[src/hw/rtl/mt19937_random_word_source_core_macros.svh]
// Assertion macros used by the random word source core.
`ifndef MT19937_RANDOM_WORD_SOURCE_CORE_MACROS_SVH
`define MT19937_RANDOM_WORD_SOURCE_CORE_MACROS_SVH

// Consequent checked in the same cycle as the antecedent.
`define MTRWS_ASSERT_NOW(label, clk, rst_n, ante, cons, msg) \
    label: assert property (@(posedge clk) disable iff (!rst_n) (ante) |-> (cons)) \
        else $error(msg);

// Consequent checked in the cycle after the antecedent.
`define MTRWS_ASSERT_NEXT(label, clk, rst_n, ante, cons, msg) \
    label: assert property (@(posedge clk) disable iff (!rst_n) (ante) |=> (cons)) \
        else $error(msg);

`endif

[src/hw/rtl/mtrws_pkg.sv]
// Shared types and constants of the MT19937 random word source.
package mtrws_pkg;

    localparam int unsigned TABLE_WORDS = 624;
    localparam int unsigned TAP_OFFSET  = 397;
    localparam int unsigned ADDR_W      = $clog2(TABLE_WORDS);
    localparam int unsigned COUNT_W     = 48;

    typedef logic [ADDR_W-1:0]  t_addr;
    typedef logic [ADDR_W:0]    t_addr_sum;
    typedef logic [31:0]        t_word;
    typedef logic [COUNT_W-1:0] t_count;

    localparam t_addr LAST_ADDR = t_addr'(TABLE_WORDS - 1);

    localparam t_word TWIST_XOR     = 32'h9908_b0df;
    localparam t_word TOP_BIT_MASK  = 32'h8000_0000;
    localparam t_word LOW_BITS_MASK = 32'h7fff_ffff;
    localparam t_word TEMPER_B      = 32'h9d2c_5680;
    localparam t_word TEMPER_C      = 32'hefc6_0000;
    localparam t_word INIT_MULT     = 32'd1812433253;
    localparam t_word MIX_MULT_1    = 32'd1664525;
    localparam t_word MIX_MULT_2    = 32'd1566083941;
    localparam t_word INIT_SEED     = 32'd19650218;

    localparam t_count COUNT_MAX = '1;

    // One table access per cycle: a write and the first read port.
    typedef struct packed {
        logic  we;
        t_addr waddr;
        t_word wdata;
        t_addr raddr;
    } t_mem_req;

endpackage

[src/hw/rtl/mtrws_seeder.sv]
// Seeding sequencer: linear fill, two key-mixing passes, final word 0 write.
module mtrws_seeder (
    input  logic                i_clk,
    input  logic                i_rst_n,
    input  logic                i_start,
    input  mtrws_pkg::t_word    i_key,
    input  mtrws_pkg::t_word    i_rdata,
    output mtrws_pkg::t_mem_req o_req,
    output logic                o_busy,
    output logic                o_done
);
    import mtrws_pkg::*;

    typedef enum logic [2:0] {
        SD_IDLE,
        SD_FILL_M,
        SD_FILL_W,
        SD_MIX_M,
        SD_MIX_W,
        SD_LAST
    } t_sd_state;

    t_sd_state r_state;
    t_addr     r_pos;
    t_addr     r_n;
    logic      r_pass2;
    t_word     r_p;      // last word written (INIT_SEED at the start of each phase), the "previous" entry of every step
    t_word     r_prod;

    t_word w_x;
    t_word w_mult;
    t_word w_prod;
    t_word w_fill;
    t_word w_mixed;
    t_word w_mix;
    t_addr w_pos_next;
    logic  w_n_last;

    always_comb begin
        w_x    = r_p ^ (r_p >> 30);
        if (r_state == SD_FILL_M) begin
            w_mult = INIT_MULT;
        end else if (r_pass2) begin
            w_mult = MIX_MULT_2;
        end else begin
            w_mult = MIX_MULT_1;
        end
        w_prod  = w_x * w_mult;
        w_fill  = r_prod + t_word'(r_pos);
        w_mixed = i_rdata ^ r_prod;
        w_mix   = r_pass2 ? (w_mixed - t_word'(r_pos)) : (w_mixed + i_key);
        // word 0 is never read back during mixing, so the wrap copy is dropped
        w_pos_next = (r_pos == LAST_ADDR) ? t_addr'(1) : (r_pos + t_addr'(1));
        w_n_last   = r_pass2 ? (r_n == t_addr'(TABLE_WORDS - 2)) : (r_n == LAST_ADDR);
    end

    always_comb begin
        o_req.we    = (r_state == SD_FILL_W) || (r_state == SD_MIX_W) || (r_state == SD_LAST);
        o_req.waddr = (r_state == SD_LAST) ? '0 : r_pos;
        o_req.raddr = r_pos;
        case (r_state)
            SD_FILL_W: o_req.wdata = w_fill;
            SD_MIX_W:  o_req.wdata = w_mix;
            default:   o_req.wdata = TOP_BIT_MASK;
        endcase
    end

    assign o_busy = (r_state != SD_IDLE);
    assign o_done = (r_state == SD_LAST);

    always_ff @(posedge i_clk) begin
        if (!i_rst_n || i_start) begin
            r_state <= SD_FILL_M;
            r_pos   <= t_addr'(1);
            r_n     <= '0;
            r_pass2 <= 1'b0;
            r_p     <= INIT_SEED;
        end else begin
            case (r_state)
                SD_FILL_M: begin
                    r_prod  <= w_prod;
                    r_state <= SD_FILL_W;
                end
                SD_FILL_W: begin
                    if (r_pos == LAST_ADDR) begin
                        r_p     <= INIT_SEED;
                        r_pos   <= t_addr'(1);
                        r_n     <= '0;
                        r_state <= SD_MIX_M;
                    end else begin
                        r_p     <= w_fill;
                        r_pos   <= r_pos + t_addr'(1);
                        r_state <= SD_FILL_M;
                    end
                end
                SD_MIX_M: begin
                    r_prod  <= w_prod;
                    r_state <= SD_MIX_W;
                end
                SD_MIX_W: begin
                    r_p   <= w_mix;
                    r_pos <= w_pos_next;
                    if (w_n_last) begin
                        r_n <= '0;
                        if (r_pass2) begin
                            r_state <= SD_LAST;
                        end else begin
                            r_pass2 <= 1'b1;
                            r_state <= SD_MIX_M;
                        end
                    end else begin
                        r_n     <= r_n + t_addr'(1);
                        r_state <= SD_MIX_M;
                    end
                end
                SD_LAST: begin
                    r_state <= SD_IDLE;
                end
                SD_IDLE: begin
                    r_state <= SD_IDLE;
                end
                default: begin
                    r_state <= SD_IDLE;
                end
            endcase
        end
    end

endmodule

[config.mk]
export PLATFORM = sky130hd
export DESIGN_NAME = mtrws_seeder
export DESIGN_NICKNAME = d
export VERILOG_FILES = /design/src/hw/rtl/mt19937_random_word_source_core_macros.svh /design/src/hw/rtl/mtrws_pkg.sv /design/src/hw/rtl/mtrws_seeder.sv
export SDC_FILE = /design/constraint.sdc
export NUM_CORES = 1
export LEC_CHECK = 0
export ABC_AREA = 1
export BUFFER_PORTS_ARGS = -buffer_cell sky130_fd_sc_hd__buf_2
export CORE_MARGIN = 2
export CORE_UTILIZATION = 50
export DETAILED_ROUTE_END_ITERATION = 8
export PLACE_DENSITY = 0.68
export SLEW_MARGIN = 30
export SYNTH_ARGS = -nofsm -noshare
export SYNTH_HDL_FRONTEND = slang
export SYNTH_SLANG_ARGS = --single-unit
[constraint.sdc]
create_clock -name i_clk -period 12.19 [get_ports i_clk]
set_input_delay 1.219 -clock i_clk [delete_from_list [all_inputs] [get_ports i_clk]]
set_output_delay 1.219 -clock i_clk [all_outputs]
set_load 0.02 [all_outputs]
==> results by group, run 1 <==
Worst setup path
  – Startpoint types: flip-flop
  – Worst path max stage delay: 0.57 ns
  – Critical Path RT: between 10 and 15 ns
  – WP buf/inv: 9
  – CP max FO: 43
  – Top cell family by delay on the critical path: adder cells
  – Slowest-stage cell, CP: inv_1
  – Crit path top cell by count: fa_1
  – Critical path capture point type: flip-flop
  – Worst EP arrival: a little under 9 ns
  – Worst reg-to-reg setup slack: ~3.4 ns
  – Crit path kind: reg -> reg

GRT
  – First-pass GRT wire length: 112,000 um
  – Largest net degree at the start of global routing: 54
  – GRT Residual Overflow: 0
  – GRT Util Overall: a little over a third
  – Vias in the first global route: 19,500
  – Initial antenna violation count: 0

Timing
  – Sum of negative setup slack: 0 ns
  – Crit path time final: roughly 8.8 ns
  – Slew @ Worst Pin: between 0.8 and 0.9 ns
  – RSZ-0062 raised after global routing: false
  – Fmax: ~0.11 GHz
  – Final slew viol count: 0
  – Final Skew: ~0.017 ns
  – Max_slew headroom: slightly above 40%
  – Final setup violating endpoints: 0
  – Final Hold Fails: 0
  – Period utilisation layout: around 72%

Finish
  – Fill cells: 3,986
  – Layout Cells excl Fill: ~3,400
  – Reg area: roughly 2100 um^2
  – Multi-input logic area: 15,900 um^2
  – Nets: 3,461
  – Utilization after layout: between 50% and 60%
  – Layout cells sized above 1: about 6.5%
  – Layout area overhead: 7.26%

Logic synthesis
  – Mapped Area: 20,500 um^2
  – Netlist cell types: 53
  – Synth area leader: fa_1
  – Mean post-synth cell area: 7.43 um^2
  – Most numerous cell in the Yosys netlist: inv_1
  – Yosys warns: 0
  – Ys flop type: dfxtp_1
  – Async SR Flop Fraction: 0%
  – Top post-synthesis cells by area: fa_1 (26%), ha_1 (17%), inv_1 (11%)
  – Share of the synthesized area in the top cell type: 25.7%
  – Gate Count Post-Synth: 2,755
  – Synth top cells by count: inv_1 (614), nand2_1 (488), ha_1 (276), fa_1 (263), nor2_1 (250)
  – Synth Register Bits: about 90
  – Post-synth EDFFs: 32
  – Register area share after synthesis: between 10% and 20%

Floorplan
  – Initial core utilization: between 50% and 60%
  – Core area: slightly above 40,000 um^2
  – Rows: 74
  – Die area: between 40,000 and 50,000 um^2
  – DIE WIDTH: about 210 um
  – # IOs: around 120
  – Die Ht: a little over 200 um

Drt
  – Drt pass-1 iters: 6
  – DR WL/cell: 21.8 um
  – Iteration-0 DRC Markers: about 1,700
  – Antenna-violating nets left: 0
  – # DRC: 0
  – Routed wire length: about 74,000 um
  – Vias per cell: 5.62
  – Via count: around 19,000

Outcome
  – Outcome: complete, no violations

Flow run
  – # Max-Cap Violations: 0

Clock network
  – CTS tree: yes
  – Setup Buffers After CTS: 0
  – Max clock buf depth: 2
  – Clk root buf: clkbuf_16
  – Post-CTS Resized: 0
  – Inserted Clock Buffers: 9
  – Clock slew seen by the registers of the worst setup and hold paths: 0.08 ns
  – H-Tree Depth: 3
  – Clk sink count: just under 90
  – Cts hold-fix bufs: 0
  – Clk Latency, worst-skew pair: 0.38 ns

Placed design
  – Port Buffer Count: 121
  – DP HPWL: about 63,000 um
  – Gpl congestion: just over 1
  – DP Cell Count: between 3,000 and 4,000

Min path
  – Worst hold path class: reg -> reg
registers in the layout, summed over array words and instances (netlist names):
register  flops
r_n          10
r_pos        10
r_state       3
r_p          32
r_pass2       1
r_prod       32
path summary, 6_finish.rpt:
kind | from | to | cells past startpoint
worst max-delay path | r_pass2 | r_prod[30] | 26
worst min-delay path | r_n[4] | r_n[4] | 2
worst max register to register | r_pass2 | r_prod[30] | 26
worst min register to register | r_n[4] | r_n[4] | 2
worst register-to-register path: cells and delay by family, from the launching register on:
| family | cells | cell delay, ns |
|---|---|---|
| AOI/OAI and AO/OA | 1 | 0.30 |
| buffers and inverters | 9 | 1.86 |
| and+or+nand+nor | 6 | 1.55 |
| adders and majority gates | 9 | 4.41 |
| xor gates and xnor gates | 1 | 0.10 |
| DFF | 1 | 0.31 |
layer usage:
layer / global-route usage [%] / wire [um] / share of wire [%] / up-vias
met4: 18.5 / 4200 / 5.7 / 0
met5: 0 / 0 / 0 / -
li1: - / - / - / 8842
met2: 60.9 / 34700 / 47 / 897
met3: 3.94 / 5790 / 7.8 / 175
met1: 44.7 / 29300 / 40 / 9166
cell usage in the layout, fill, tap and decap left out, types with 9 or more instances in the layout:
cell type / Yosys / layout
nor2_1: 250 / 249
buf_4: 0 / 12
inv_1: 614 / 614
nand4_1: 26 / 26
o21bai_1: 11 / 11
a21o_1: 10 / 10
or2_2: 15 / 15
xnor2_1: 25 / 25
xor2_1: 76 / 76
a21oi_1: 130 / 130
nor3_1: 35 / 34
clkbuf_16: 0 / 9
o21ai_0: 170 / 170
buf_2: 8 / 121
a31oi_1: 22 / 22
nand3b_1: 15 / 15
nand2_1: 488 / 488
fa_1: 263 / 263
edfxtp_1: 32 / 32
ha_1: 276 / 276
dfxtp_1: 56 / 56
nand3_1: 120 / 120
metrics by stage:
stage | setup WS, ns | hold slack (ns) | cell area, um^2
after global placement | 3.61 | 0.464 | 21600
after global routing | 2.83 | 0.521 | 22000
final | 3.37 | 0.477 | 22000
after floorplan | 5.15 | 0.453 | 20500
after detailed placement | 3.43 | 0.472 | 21700
after CTS | 3.41 | 0.483 | 22000
kinds of logic after synthesis:
family / after synthesis / share of synthesized area [%]
AND/OR/NAND/NOR: 974 / 20.2
other: 2 / 0.0367
XOR/XNOR: 102 / 4.40
adder cells (fa/ha/maj): 539 / 42.6
buffers and inverters: 670 / 12.4
AO/OA/AOI/OAI: 380 / 10.2
flip-flops: 88 / 10.2
cell type report:
class / instances / share of cell area (%)
well taps: 532 / 3.03
diodes: 1 / 0.0114
clock inverters: 7 / 0.331
inverters: 623 / 10.7
repair buffers: 133 / 3.17
flip-flops and latches: 88 / 9.48
clock buffers: 9 / 1.03
multi-input cells: 2000 / 72.3
Power of run 1 is not shown: default switching activity piles up to over one toggle a cycle in this logic, so the estimate is an artifact.
==> run 2, diff against run 1 <==
--- a/config.mk
+++ b/config.mk
@@ -10,7 +10,7 @@
 export CORE_MARGIN = 2
 export CORE_UTILIZATION = 50
 export DETAILED_ROUTE_END_ITERATION = 8
-export PLACE_DENSITY = 0.68
+export PLACE_DENSITY = 0.7
 export SLEW_MARGIN = 30
 export SYNTH_ARGS = -nofsm -noshare
 export SYNTH_HDL_FRONTEND = slang
==> constraint.sdc (replaced) <==
create_clock -name i_clk -period 7.9 [get_ports i_clk]
set_input_delay 0.79 -clock i_clk [delete_from_list [all_inputs] [get_ports i_clk]]
set_output_delay 0.79 -clock i_clk [all_outputs]
set_load 0.02 [all_outputs]
==> run 2 against run 1 <==
Compared with the run above:
- via count up 0.38%
- flip-flop and latch count stayed put
- non-clock buffer count grew 35
- utilization increased by 0.65 points
- routed wire length decreased by 0.89%
- die area did not move
- clock-buffer cell count unchanged
- critical path depth increased by 3
- clock skew down 0.0022 ns
==> results by group, run 2 (same netlist as run 1, synthesis figures left out) <==
Clock network
  – Clock slew seen by the registers of the worst setup and hold paths: 0.08 ns (about the same)
  – CTS tree: yes (unchanged)
  – Setup Buffers After CTS: 0 (unchanged)
  – Clk Latency, worst-skew pair: 0.36 ns (was 0.38 ns)
  – Inserted Clock Buffers: 9 (unchanged)
  – Max clock buf depth: 2 (unchanged)
  – H-Tree Depth: 3 (unchanged)
  – Clk root buf: clkbuf_16 (unchanged)
  – Clk sink count: 88 (unchanged)

Finish
  – Commonest non-fill, non-tap cell in the layout: inv_1 (unchanged)
  – Diode count: 0 (was 1)
  – Reg area: 2080 um^2 (unchanged)
  – Fill cells: 3,907 (was 3,986)
  – Most frequent cells in the layout: inv_1 (613), nand2_1 (488), ha_1 (276), fa_1 (263), nor2_1 (249) (was inv_1 (614), nand2_1 (488), ha_1 (276), fa_1 (263), nor2_1 (249))
  – Layout area overhead: 8.54% (was 7.26%)
  – Layout cells sized above 1: 7.70% (was 6.54%)
  – Nets: 3,496 (was 3,461)
  – Multi-input logic area: 15,900 um^2 (about the same)
  – Top Registers: r_p: 32 flops, r_prod: 32 flops (unchanged)

Worst setup path
  – Critical Path RT: 8.02 ns (was 12.29 ns)
  – Crit path top cell by count: nand2_1 (was fa_1)
  – Number of cells on the worst reg-to-reg path: 29 (was 26)
  – Startpoint types: flip-flop (unchanged)
  – Worst EP arrival: 7.74 ns (was 8.92 ns)
  – Crit path kind: reg -> reg (unchanged)
  – Slowest-stage cell, CP: xnor2_2 (was inv_1)
  – Reg-to-Reg Start: r_p[31] (was r_pass2)
  – Critical path capture point type: flip-flop (unchanged)
  – Worst path max stage delay: 0.81 ns (was 0.57 ns)
  – CP max FO: 10 (was 43)
  – R2r endpoint: r_prod[31] (was r_prod[30])
  – Worst reg-to-reg setup slack: 0.28 ns (was 3.37 ns)

Min path
  – Hold wc startpoint: r_n[8] (was r_n[4])
  – Worst hold path class: reg -> reg (unchanged)
  – Hold Path Sink: r_n[8] (was r_n[4])
  – WHS Path Cells: 2 (unchanged)

Placed design
  – Gpl congestion: 1.02 (was 1.01)
  – DP HPWL: 62,600 um (was 63,400 um)
  – Port Buffer Count: 121 (unchanged)

Floorplan
  – Die area: 42,600 um^2 (unchanged)
  – Core area: 40,600 um^2 (unchanged)
  – # IOs: 122 (unchanged)
  – Rows: 74 (unchanged)
  – Initial core utilization: 50.4% (unchanged)
  – DIE WIDTH: 206 um (unchanged)
  – Die Ht: 206 um (unchanged)

Timing
  – Slew @ Worst Pin: 0.926 ns (was 0.891 ns)
  – Final Hold Fails: 0 (unchanged)
  – Period utilisation layout: 96.4% (was 72.3%)
  – RSZ-0062 raised after global routing: false (unchanged)
  – Crit path time final: 7.62 ns (was 8.82 ns)
  – Final slew viol count: 0 (unchanged)
  – Max_slew headroom: 38.0% (was 40.4%)
  – Sum of negative setup slack: 0 ns (unchanged)
  – Final Skew: 0.0150 ns (was 0.0172 ns)
  – Fmax: 0.131 GHz (was 0.113 GHz)
  – Final setup violating endpoints: 0 (unchanged)

GRT
  – Initial antenna violation count: 0 (unchanged)
  – First-pass GRT wire length: 111,000 um (was 112,000 um)
  – Largest net degree at the start of global routing: 48 (was 54)
  – GRT Util Overall: 35.3% (was 35.7%)
  – Vias in the first global route: 19,200 (was 19,500)
  – GRT Residual Overflow: 0 (unchanged)

Drt
  – Antenna-violating nets left: 0 (unchanged)
  – Drt pass-1 iters: 5 (was 6)
  – Routed wire length: 73,300 um (was 74,000 um)
  – DR WL/cell: 21.4 um (was 21.8 um)
  – Iteration-0 DRC Markers: 1,913 (was 1,692)
  – # DRC: 0 (unchanged)
  – Vias per cell: 5.59 (was 5.62)
  – Via count: 19,200 (was 19,100)

Flow run
  – # Max-Cap Violations: 0 (unchanged)

Outcome
  – Outcome: complete, no violations (unchanged)
[run 2: cell count changes in the layout (fill, tap and decap cells not counted)]
cell / delta
inv_1: -1
buf_6: +1
nor3_1: +1
inv_6: +3
buf_4: +34
nor3_4: -1
a21oi_2: +1
clkinvlp_4: -2
a21oi_1: -1
diode_2: -1
[run 2: cell type report]
cell class,instances,share of cell area [%]
Clock buffer,9,1.01
Clock inverter,7,0.343
Inverter,623,10.5
Multi-Input combinational cell,2000,71.4
Sequential cell,88,9.37
Tap cell,532,3.00
Timing Repair Buffer,168,4.33
[run 2: per-stage QoR]
stage          instance area (um^2)  util [%]  worst slack [ns]  hold slack [ns]  instances
6_report                      22200      54.7             0.281            0.480       3427
5_1_grt                       22200      54.7            0.0474            0.522       3427
4_1_cts                       22200      54.6             0.210            0.488       3427
3_5_place_dp                  21900      53.9             0.224            0.476       3411
3_3_place_gp                  21900      53.9             0.310            0.463       3411
2_1_floorplan                 20500         -             0.864            0.453       2758
[run 2: repair_timing]
item | in CTS | in global routing
resized for setup | 0 | 3
endpoints found under the hold margin | 0 | 0
hold buffers | 0 | 0
setup endpoints to repair | 0 | 5
[run 2: how the worst max path moves through the flow]
stage                       endpoint  cells after the start  slack (ns)       start
final                     r_prod[31]                     29        0.28     r_p[31]
after global placement    r_prod[31]                     24        0.31  r_state[2]
after CTS                 r_prod[26]                     26        0.21  r_state[2]
after detailed placement  r_prod[26]                     26        0.22  r_state[2]
after floorplan           r_prod[30]                     25        0.86  r_state[2]
after global routing      r_prod[31]                     32        0.05  r_state[0]
[run 2: routing by layer]
metal / share of wire [%] / wire length [um] / track usage [%]
met1: 41 / 30200 / 46.3
met2: 45 / 33000 / 57.6
met3: 7.9 / 5780 / 4.27
met4: 5.9 / 4320 / 17.6
met5: 0 / 0 / 0
[run 2: worst max-delay path, delay by kind of cell (launching register included)]
kind | cells | cell delay [ns]
buffers and inverters | 6 | 0.70
adders and majority gates | 8 | 3.80
DFF | 1 | 0.47
xor gates and xnor gates | 2 | 1.28
and+or+nand+nor | 13 | 1.10
Power of run 2 is left out for the same reason.
